File: config.mk
export PLATFORM = sky130hd
export DESIGN_NAME = continued_fraction_expander
export DESIGN_NICKNAME = d
export VERILOG_FILES = /design/src/cfe_pkg.sv /design/src/cfe_div.sv /design/src/continued_fraction_expander.sv
export SDC_FILE = /design/constraint.sdc
export NUM_CORES = 1
export LEC_CHECK = 0
export BUFFER_PORTS_ARGS = -buffer_cell sky130_fd_sc_hd__buf_2
export CAP_MARGIN = 0
export CORE_UTILIZATION = 43
export CTS_CLUSTER_DIAMETER = 30
export DETAILED_ROUTE_END_ITERATION = 6
export HOLD_SLACK_MARGIN = 0.12
export PLACE_DENSITY = 0.66
export SETUP_SLACK_MARGIN = 0.05
export SLEW_MARGIN = 20
export SYNTH_ARGS = -nofsm -noshare
export SYNTH_HDL_FRONTEND = slang
export SYNTH_SLANG_ARGS = --single-unit
File: constraint.sdc
create_clock -name clk_i -period 6.7 [get_ports clk_i]
set_input_delay 0.67 -clock clk_i [delete_from_list [all_inputs] [get_ports clk_i]]
set_output_delay 0.67 -clock clk_i [all_outputs]
set_load 0.01 [all_outputs]
File: src/cfe_pkg.sv
package cfe_pkg;

  // Field widths of the request and result channels
  localparam int unsigned FieldW = 32;

  // Default width of the working dividend and divisor
  localparam int unsigned DefaultWidth = 32;

  // Cap on the number of terms of one expansion
  localparam int unsigned MaxTerms = 47;
  localparam int unsigned TermCntW = $clog2(MaxTerms);

  typedef struct packed {
    logic [FieldW-1:0] numerator;
    logic [FieldW-1:0] denominator;
  } cfe_req_t;

  typedef struct packed {
    logic [FieldW-1:0] term;
    logic              last;
    logic              div_error;
  } cfe_res_t;

  typedef enum logic {
    StIdle,
    StDivide
  } cfe_state_e;

endpackage

File: src/cfe_div.sv
module cfe_div #(
  parameter int unsigned WIDTH = cfe_pkg::DefaultWidth
) (
  input  logic             clk_i,
  input  logic             rst_ni,
  input  logic             start_i,
  input  logic [WIDTH-1:0] dividend_i,
  input  logic [WIDTH-1:0] divisor_i,
  output logic             done_o,
  output logic [WIDTH-1:0] quotient_o,
  output logic [WIDTH-1:0] remainder_o
);

  localparam int unsigned CntW = $clog2(WIDTH + 1);

  logic             run_q, run_d;
  logic             done_q, done_d;
  logic [CntW-1:0]  cnt_q, cnt_d;
  logic [WIDTH-1:0] rem_q, rem_d;
  logic [WIDTH-1:0] quo_q, quo_d;
  logic [WIDTH-1:0] dvs_q, dvs_d;
  logic [WIDTH:0]   shifted;
  logic [WIDTH:0]   trial;

  // Shift in the next dividend bit and try one subtraction
  assign shifted = {rem_q, quo_q[WIDTH-1]};
  assign trial   = shifted - {1'b0, dvs_q};

  always_comb begin
    run_d  = run_q;
    done_d = 1'b0;
    cnt_d  = cnt_q;
    rem_d  = rem_q;
    quo_d  = quo_q;
    dvs_d  = dvs_q;
    if (start_i) begin
      run_d = 1'b1;
      cnt_d = CntW'(WIDTH);
      rem_d = '0;
      quo_d = dividend_i;
      dvs_d = divisor_i;
    end else if (run_q) begin
      // Keep the difference when it does not go negative
      if (!trial[WIDTH]) begin
        rem_d = trial[WIDTH-1:0];
        quo_d = {quo_q[WIDTH-2:0], 1'b1};
      end else begin
        rem_d = shifted[WIDTH-1:0];
        quo_d = {quo_q[WIDTH-2:0], 1'b0};
      end
      cnt_d = cnt_q - CntW'(1);
      if (cnt_q == CntW'(1)) begin
        run_d  = 1'b0;
        done_d = 1'b1;
      end
    end
  end

  always_ff @(posedge clk_i or negedge rst_ni) begin
    if (!rst_ni) begin
      run_q  <= 1'b0;
      done_q <= 1'b0;
      cnt_q  <= '0;
    end else begin
      run_q  <= run_d;
      done_q <= done_d;
      cnt_q  <= cnt_d;
    end
  end

  always_ff @(posedge clk_i) begin
    rem_q <= rem_d;
    quo_q <= quo_d;
    dvs_q <= dvs_d;
  end

  assign done_o      = done_q;
  assign quotient_o  = quo_q;
  assign remainder_o = rem_q;

endmodule

File: src/continued_fraction_expander.sv
// Continued fraction expander.
// Request channel: req_i carries numerator and denominator; a request is taken
// at a rising edge where start is high and busy is low. busy stays high while
// an expansion runs, so one request is worked on at a time.
// Result channel: each term appears on res_o for exactly one cycle, flagged by
// res_valid_o. The receiver cannot hold results off and must take every term.
// The final term of a fraction has last set. A zero denominator gives one
// result with term 0, last 1 and div_error 1, in the cycle after the request,
// and busy does not rise.
// Terms: every term comes from one shift-subtract division in the shared
// divider, one quotient bit per cycle. At WIDTH 32 the worst case is 46
// terms. At most 47 terms are produced.
// Reset: asynchronous, active low; it returns the block to idle and drops
// any expansion in progress.
module continued_fraction_expander #(
  parameter int unsigned WIDTH = cfe_pkg::DefaultWidth
) (
  input  logic              clk_i,
  input  logic              rst_ni,
  input  logic              start,
  output logic              busy,
  input  cfe_pkg::cfe_req_t req_i,
  output logic              res_valid_o,
  output cfe_pkg::cfe_res_t res_o
);

  cfe_pkg::cfe_state_e state_q, state_d;

  logic [cfe_pkg::TermCntW-1:0] cnt_q, cnt_d;
  logic [WIDTH-1:0]             dvs_q, dvs_d;
  logic                         res_valid_q, res_valid_d;
  cfe_pkg::cfe_res_t            res_q, res_d;

  logic             accept;
  logic [WIDTH-1:0] num_w;
  logic [WIDTH-1:0] den_w;
  logic             div_start;
  logic [WIDTH-1:0] div_dividend;
  logic [WIDTH-1:0] div_divisor;
  logic             div_done;
  logic [WIDTH-1:0] div_quo;
  logic [WIDTH-1:0] div_rem;
  logic             term_end;

  // Take the request fields at the working width
  assign accept = start && (state_q == cfe_pkg::StIdle);
  assign num_w  = WIDTH'(req_i.numerator);
  assign den_w  = WIDTH'(req_i.denominator);

  assign term_end = (div_rem == '0) ||
                    (cnt_q == cfe_pkg::TermCntW'(cfe_pkg::MaxTerms - 1));

  cfe_div #(
    .WIDTH (WIDTH)
  ) u_div (
    .clk_i       (clk_i),
    .rst_ni      (rst_ni),
    .start_i     (div_start),
    .dividend_i  (div_dividend),
    .divisor_i   (div_divisor),
    .done_o      (div_done),
    .quotient_o  (div_quo),
    .remainder_o (div_rem)
  );

  // Sequence the divisions and emit one term per finished division
  always_comb begin
    state_d      = state_q;
    cnt_d        = cnt_q;
    dvs_d        = dvs_q;
    res_valid_d  = 1'b0;
    res_d        = res_q;
    div_start    = 1'b0;
    div_dividend = num_w;
    div_divisor  = den_w;
    unique case (state_q)
      cfe_pkg::StIdle: begin
        if (accept) begin
          if (den_w == '0) begin
            res_valid_d     = 1'b1;
            res_d.term      = '0;
            res_d.last      = 1'b1;
            res_d.div_error = 1'b1;
          end else begin
            div_start = 1'b1;
            dvs_d     = den_w;
            cnt_d     = '0;
            state_d   = cfe_pkg::StDivide;
          end
        end
      end
      cfe_pkg::StDivide: begin
        if (div_done) begin
          res_valid_d     = 1'b1;
          res_d.term      = cfe_pkg::FieldW'(div_quo);
          res_d.last      = term_end;
          res_d.div_error = 1'b0;
          cnt_d           = cnt_q + cfe_pkg::TermCntW'(1);
          if (term_end) begin
            state_d = cfe_pkg::StIdle;
          end else begin
            // Advance the pair to (divisor, remainder)
            div_start    = 1'b1;
            div_dividend = dvs_q;
            div_divisor  = div_rem;
            dvs_d        = div_rem;
          end
        end
      end
      default: begin
        state_d = cfe_pkg::StIdle;
      end
    endcase
  end

  always_ff @(posedge clk_i or negedge rst_ni) begin
    if (!rst_ni) begin
      state_q     <= cfe_pkg::StIdle;
      cnt_q       <= '0;
      res_valid_q <= 1'b0;
    end else begin
      state_q     <= state_d;
      cnt_q       <= cnt_d;
      res_valid_q <= res_valid_d;
    end
  end

  always_ff @(posedge clk_i) begin
    dvs_q <= dvs_d;
    res_q <= res_d;
  end

  assign busy        = (state_q != cfe_pkg::StIdle);
  assign res_valid_o = res_valid_q;
  assign res_o       = res_q;

endmodule

==> results of run 1 <==
-- sequential cells by signal (all words and copies together), names as in the netlist --
name	flops
dvs_q	32
u_div.cnt_q	6
cnt_q	6
res_valid_o	1
busy	1
u_div.run_q	1
u_div.remainder_o	32
u_div.dvs_q	32
u_div.done_o	1
u_div.quotient_o	32
res_o	34
-- cell type report --
cell class                      instances  area [um^2]
Sequential cell                       178         4950
Inverter                               46          173
Multi-Input combinational cell        634         4580
Clock buffer                           18          429
Antenna cell                            1         2.50
Timing Repair Buffer                  110          571
Tap cell                              285          357
Fill cell                            2034        11400
Clock inverter                         14          216
-- worst max-delay path, delay by kind of cell (launching register included) --
kind / cells / cell delay, ns
AOI/OAI and AO/OA: 5 / 0.98
buffers and inverters: 1 / 0.07
DFF: 1 / 0.35
adders and majority gates: 2 / 0.70
and+or+nand+nor: 3 / 1.45
-- metal layers --
| metal | vias up | global-route usage (%) |
|---|---|---|
| met2 | 236 | 33.4 |
| met5 | - | 0 |
| met1 | 3355 | 27.3 |
| li1 | 3493 | - |
| met3 | 34 | 3.04 |
| met4 | 2 | 6.43 |
-- cells by family (layout without fill, tap and decap cells) --
group / count (synthesis) / after routing / synth area share (%)
adders and majority gates: 37 / 37 / 4.74
buffers and inverters: 93 / 188 / 4.07
and+or+nand+nor: 265 / 265 / 13.2
xor gates and xnor gates: 33 / 33 / 2.91
other: 0 / 1 / 0
muxes: 113 / 113 / 12.2
AOI/OAI and AO/OA: 186 / 186 / 13.0
DFF: 178 / 178 / 49.8
-- how the worst max path moves through the flow --
stage	from	endpoint	slack [ns]	cells after the start
after floorplan	req_i[27]	u_div.quotient_o[0]$_DFFE_PP_	3.47	8
after global placement	req_i[16]	u_div.dvs_q[24]$_DFFE_PN_	2.94	10
after detailed placement	req_i[16]	u_div.dvs_q[24]$_DFFE_PN_	2.89	10
after CTS	u_div.remainder_o[24]$_SDFFE_PN0P_	u_div.remainder_o[0]$_SDFFE_PN0P_	3.09	9
after global routing	u_div.remainder_o[24]$_SDFFE_PN0P_	u_div.remainder_o[0]$_SDFFE_PN0P_	2.80	9
final	u_div.quotient_o[31]$_DFFE_PP_	u_div.remainder_o[0]$_SDFFE_PN0P_	3.04	11
-- synth_stat cells, types with 7 or more instances --
master    instances  area, um^2
nand2b_1          7        43.8
xor2_1           17         149
a31oi_1          12        75.1
xnor2_1          16         140
ha_1             36         450
a21o_1           18         135
nor4_1           17         106
nand2_1          78         293
clkbuf_1         34         128
dfrtp_1          16         400
mux2_2           65         732
and3_1            7        43.8
o31ai_1           7        52.6
nand3_1          17        85.1
dfxtp_1          32         641
and2_1           31         194
edfxtp_1        130        3900
a21oi_1          25         125
mux2i_1          48         480
nor2_1           61         229
o21ai_0          54         270
inv_1            43         161
nand4_1          14        87.6
a211oi_1         23         173
-- power breakdown --
group | switching, mW | leakage [nW] | total (mW) | internal (mW)
Sequential | 0.312 | 1.70 | 1.91 | 1.60
Combinational | 1.24 | 2.37 | 2.18 | 0.948
Clock | 0.450 | 0.312 | 1.09 | 0.639
Total | 2.00 | 4.38 | 5.18 | 3.18
==> summary.txt, run 1 <==
Outcome
  • Status: finished clean

Finish
  • Layout Area Growth over Synthesis: 13.7%
  • Post-route cell area: ~0.011 mm^2
  • Commonest non-fill, non-tap cell in the layout: edfxtp_1
  • Nets: 1091
  • Fraction of layout cells with a size suffix above 1: a little under a quarter
  • Most frequent cells in the layout: edfxtp_1, buf_2, nand2_1
  • Final core occ: 49.8%
  • Fin cells: between 1000 and 1500

Timing
  • Slew headroom: 36.8%
  • Final hold viol count: 0
  • Fmax: 273 MHz
  • Worst setup margin: ~3 ns
  • RSZ-0062 raised after global routing: false
  • Fin crit share: 54.6%
  • Final Hold Slack: 0.168 ns
  • Slew Limit Fails: 0
  • Crit path time final: roughly 3.7 ns
  • Setup TNS: 0 ns
  • Layout Skew: about 0.014 ns
  • Setup-failing EPs final: 0
  • Tightest Pin Transition: around 0.95 ns

Worst hold path
  • Worst Hold Class: in -> async

Placement
  • Post-DP Area: ~0.011 mm^2
  • Worst slack, placed: about 2.9 ns
  • IO Port Bufs: a little over 100
  • Routability cong.: between 0.8 and 0.9
  • Cell Count Post-Placement: between 1000 and 1500
  • Detailed placer's ending HPWL: roughly 17000 um

Worst setup path
  • R2R depth: 11
  • Crit. End Element: register
  • Crit Path Max Fanout: 17
  • R2R Path Start: u_div.quotient_o[31]$_DFFE_PP_
  • Worst path slowest cell: or4_1
  • Reg2reg setup slack: 3.04 ns
  • Critical Path, Cell by Cell: inv_1 -> ha_1 -> fa_1 -> nor2b_4 -> o2111ai_2 -> a31oi_2 -> o31a_1 -> a2111o_1 -> nand4_1 -> or4_1 -> o311ai_0
  • Startpoint Class: register
  • Worst endpoint data arrival time: 3.97 ns
  • CP peak stage delay: 0.66 ns
  • Reg2reg end: u_div.remainder_o[0]$_SDFFE_PN0P_
  • CP Data Required Time: approximately 7 ns
  • Crit Path Category: reg -> reg

CTS
  • Max Root-Sink Buffers: 2
  • Cts repair resizes: 0
  • H-tree depth: 4
  • Post-CTS Hold Buffers: 0
  • CTS tree: built
  • Num CTS Buffers: 17
  • Worst-Skew Late Latency: 0.43 ns
  • Clock Pin Slew Worst Setup and Hold Paths: 0.07 ns
  • Setup Fix Bufs, Post-CTS: 0
  • Sink Count: 178
  • Root Driver: clkbuf_16

Floorplan
  • Die area: approximately 0.024 mm^2
  • Initial Utilization: roughly 44%
  • DIE HEIGHT: roughly 150 um
  • # IOs: around 100
  • Core area: between 0.02 and 0.025 mm^2
  • Die width: ~150 um
  • # rows: 55

Routing
  • Met3 wire len: roughly 1100 um
  • WL/cell: 18.3 um
  • Highest routed layer: met5
  • Total vias in the final route: around 7100
  • Initial drt markers: between 400 and 500
  • Met1 WL: ~11000 um
  • Post-DRT Antenna Nets: 0
  • Post-route DRC: 0
  • Total wire length: approximately 24000 um
  • Detail Route met2 WL: ~11000 um
  • Post-DR vias/cell: 5.54
  • TritonRoute pass-1 iters: 5

Pwr
  • LEAKAGE: about 4.4 nW
  • Power density over the cells: ~460 mW/mm^2
  • VDD IR max: between 0.2 and 0.25 mV
  • Total power: between 5 and 6 mW

Synthesis
  • Synth Warn #: 0
  • Synth Cell Area: about 0.0099 mm^2
  • Syn Inst Count: between 900 and 1000
  • Syn Nets: around 1000
  • Syn_area_per_cell: around 11 um^2
  • Share of flip-flops with an asynchronous set or reset: roughly 9.0%
  • Primary FF master, synth: edfxtp_1
  • EDFF count, synth: 130
  • Flop and latch count out of synthesis: between 150 and 200
  • Yosys cell types: 72
  • Seq/Total Area, Yosys: about half

GRT
  • Initial antenna violation count: 2
  • Pin count of the biggest net entering global routing: 95
  • Grt total ovfl: 0
  • Vias in the first global route: between 6000 and 7000
  • First-pass GRT wire length: approximately 37000 um
  • GRT Util Overall: 20.2%

Run
  • Max-cap viol count: 0
Note: power is estimated with default switching activity, not from simulation.
==> run 2: changes to the inputs <==
PLACE_DENSITY = 0.69   (was 0.66)
clock period = 3.05 ns   (was 6.7 ns; I/O delays follow)
==> run 2 against run 1 <==
Combinational power rose to 2.7 times the previous value. Clock power up 95%. Non-clock buffer count increased by 62. Largest cell class unchanged.
==> summary.txt, run 2 (synthesis results as in run 1) <==
Outcome
  • Status: finished clean

Routing
  • TritonRoute pass-1 iters: 5
  • Total wire length: 24200 um
  • WL/cell: 17.9 um
  • Post-route DRC: 0
  • Total vias in the final route: between 7000 and 8000
  • Post-DR vias/cell: ~5.5
  • Initial drt markers: around 600
  • Post-DRT Antenna Nets: 0

Finish
  • Layout Area Growth over Synthesis: 19.1%
  • # fillers: just under 2000
  • Nets: 1155
  • Largest register FFs: 34
  • Most frequent cells in the layout: edfxtp_1, buf_2, nand2_1
  • Antenna diode count: 0
  • Commonest non-fill, non-tap cell in the layout: edfxtp_1
  • Register Area: 0.00495 mm^2
  • Final core occ: 52.2%
  • Fin cells: ~1300
  • Area of the multi-input gates: between 0.004 and 0.005 mm^2
  • Fraction of layout cells with a size suffix above 1: around 29%

Pwr
  • LEAKAGE: around 4.7 nW
  • Power density over the cells: about 1000 mW/mm^2
  • VDD IR max: approximately 0.42 mV

Timing
  • Tightest Pin Transition: ~0.63 ns
  • Fmax: between 300 and 400 MHz
  • Slew headroom: 57.9%
  • Setup-failing EPs final: 0
  • Fin crit share: between 90 and 100%
  • RSZ-0062 raised after global routing: true
  • Crit path time final: around 3.0 ns
  • Setup TNS: 0 ns
  • Final hold viol count: 0
  • Layout Skew: between 0.01 and 0.015 ns
  • Slew Limit Fails: 0

Worst setup path
  • Worst endpoint data arrival time: ~3.3 ns
  • Crit Path Max Fanout: 16
  • Startpoint Class: register
  • Worst path slowest cell: and4_4
  • CP peak stage delay: between 0.4 and 0.5 ns
  • Crit Path Category: reg -> reg
  • Critical Path, Cell by Cell: ha_4 -> fa_2 -> nor2b_4 -> o2111ai_4 -> a31oi_4 -> o31a_1 -> a2111o_1 -> and4_4 -> nand4_1 -> a311oi_1
  • Crit. End Element: register
  • CP Data Required Time: ~3.4 ns

CTS
  • Num CTS Buffers: 17
  • Clock Pin Slew Worst Setup and Hold Paths: 0.07 ns
  • Worst-Skew Late Latency: 0.44 ns
  • Sink Count: approximately 180
  • H-tree depth: 4
  • Root Driver: clkbuf_16
  • CTS tree: built
  • Max Root-Sink Buffers: 2

GRT
  • Met3 Use GR: about 2.8%
  • Met2 usage: around a third
  • Pin count of the biggest net entering global routing: 95
  • GRT Util Overall: slightly above 20%
  • Vias in the first global route: just over 7000
  • GRT met1 Usage: 28.2%
  • First-pass GRT wire length: about 38000 um
  • Busiest grt layer: met2
  • Initial antenna violation count: 0
  • Grt total ovfl: 0

Placement
  • Detailed placer's ending HPWL: 17100 um
  • Cell Count Post-Placement: around 1300
  • Routability cong.: about 0.89
  • IO Port Bufs: between 100 and 150

Floorplan
  • Core area: 0.0226 mm^2
  • Initial Utilization: about 44%
  • # IOs: 103
  • # rows: 55
  • Die area: ~0.024 mm^2
  • DIE HEIGHT: between 150 and 200 um
  • Die width: around 150 um

Worst hold path
  • Worst Hold Class: in -> reg

Run
  • Max-cap viol count: 0
-- run 2: metal layers --
metal / part of all wire, % / wire length (um) / up-vias
li1: - / - / 3638
met1: 46 / 11200 / 3546
met2: 46 / 11200 / 243
met3: 4.7 / 1140 / 32
met4: 2.6 / 637 / 0
met5: 0 / 0 / -
-- run 2: stage by stage --
stage               power, mW  hold WS, ns  area (um^2)  setup slack, ns
floorplan                7.83      0.00941         9920            0.158
global placement         9.28        0.241        11000           0.0162
detailed placement       9.39        0.243        11000          -0.0909
CTS                      11.6        0.176        11600           0.0282
global route             12.7        0.184        11800          -0.0252
finish                   12.0        0.189        11800           0.0693
-- run 2: repair_timing --
action / in CTS / in global routing
gates cloned: 1 / 1
hold buffers: 1 / 0
buffers inserted: 0 / 10
resized for setup: 4 / 20
hold endpoints to repair: 16 / 0
setup endpoints to repair: 24 / 31
pin swaps: 1 / 10
-- run 2: worst max-delay path, delay by kind of cell, from the launching register on --
family,cells,cell delay [ns]
compound gates,5,1.10
simple gates,3,0.75
flops,1,0.42
fa+ha+maj,2,0.60
-- run 2: report_power, final --
part           internal [mW]  switching (mW)  total (mW)
sequential              3.50           0.439        3.94
combinational           2.69            3.20        5.89
clock                   1.09            1.04        2.13
-- run 2: path summary, 6_finish.rpt --
path / startpoint / endpoint / slack, ns / cells after the start
setup / recovery: u_div.dvs_q[0]$_DFFE_PN_ / u_div.remainder_o[26]$_SDFFE_PN0P_ / 0.07 / 10
hold / removal: start / res_valid_o$_DFF_PN0_ / 0.19 / 2
setup reg to reg: u_div.dvs_q[0]$_DFFE_PN_ / u_div.remainder_o[26]$_SDFFE_PN0P_ / 0.07 / 10
hold reg to reg: dvs_q[4]$_DFFE_PP_ / u_div.quotient_o[4]$_DFFE_PP_ / 0.52 / 2
max in group asynchronous: rst_ni / busy$_DFF_PN0_ / 2.43 / 2
min in group asynchronous: rst_ni / u_div.cnt_q[3]$_DFFE_PN0P_ / 0.33 / 2
-- run 2: final cells by class --
class,count,area share (%)
Clock inverter,14,1.23
Tap cell,285,3.02
Clock buffer,18,3.63
Multi-Input combinational cell,636,39.7
Sequential cell,178,41.9
Inverter,46,1.46
Timing Repair Buffer,172,9.07
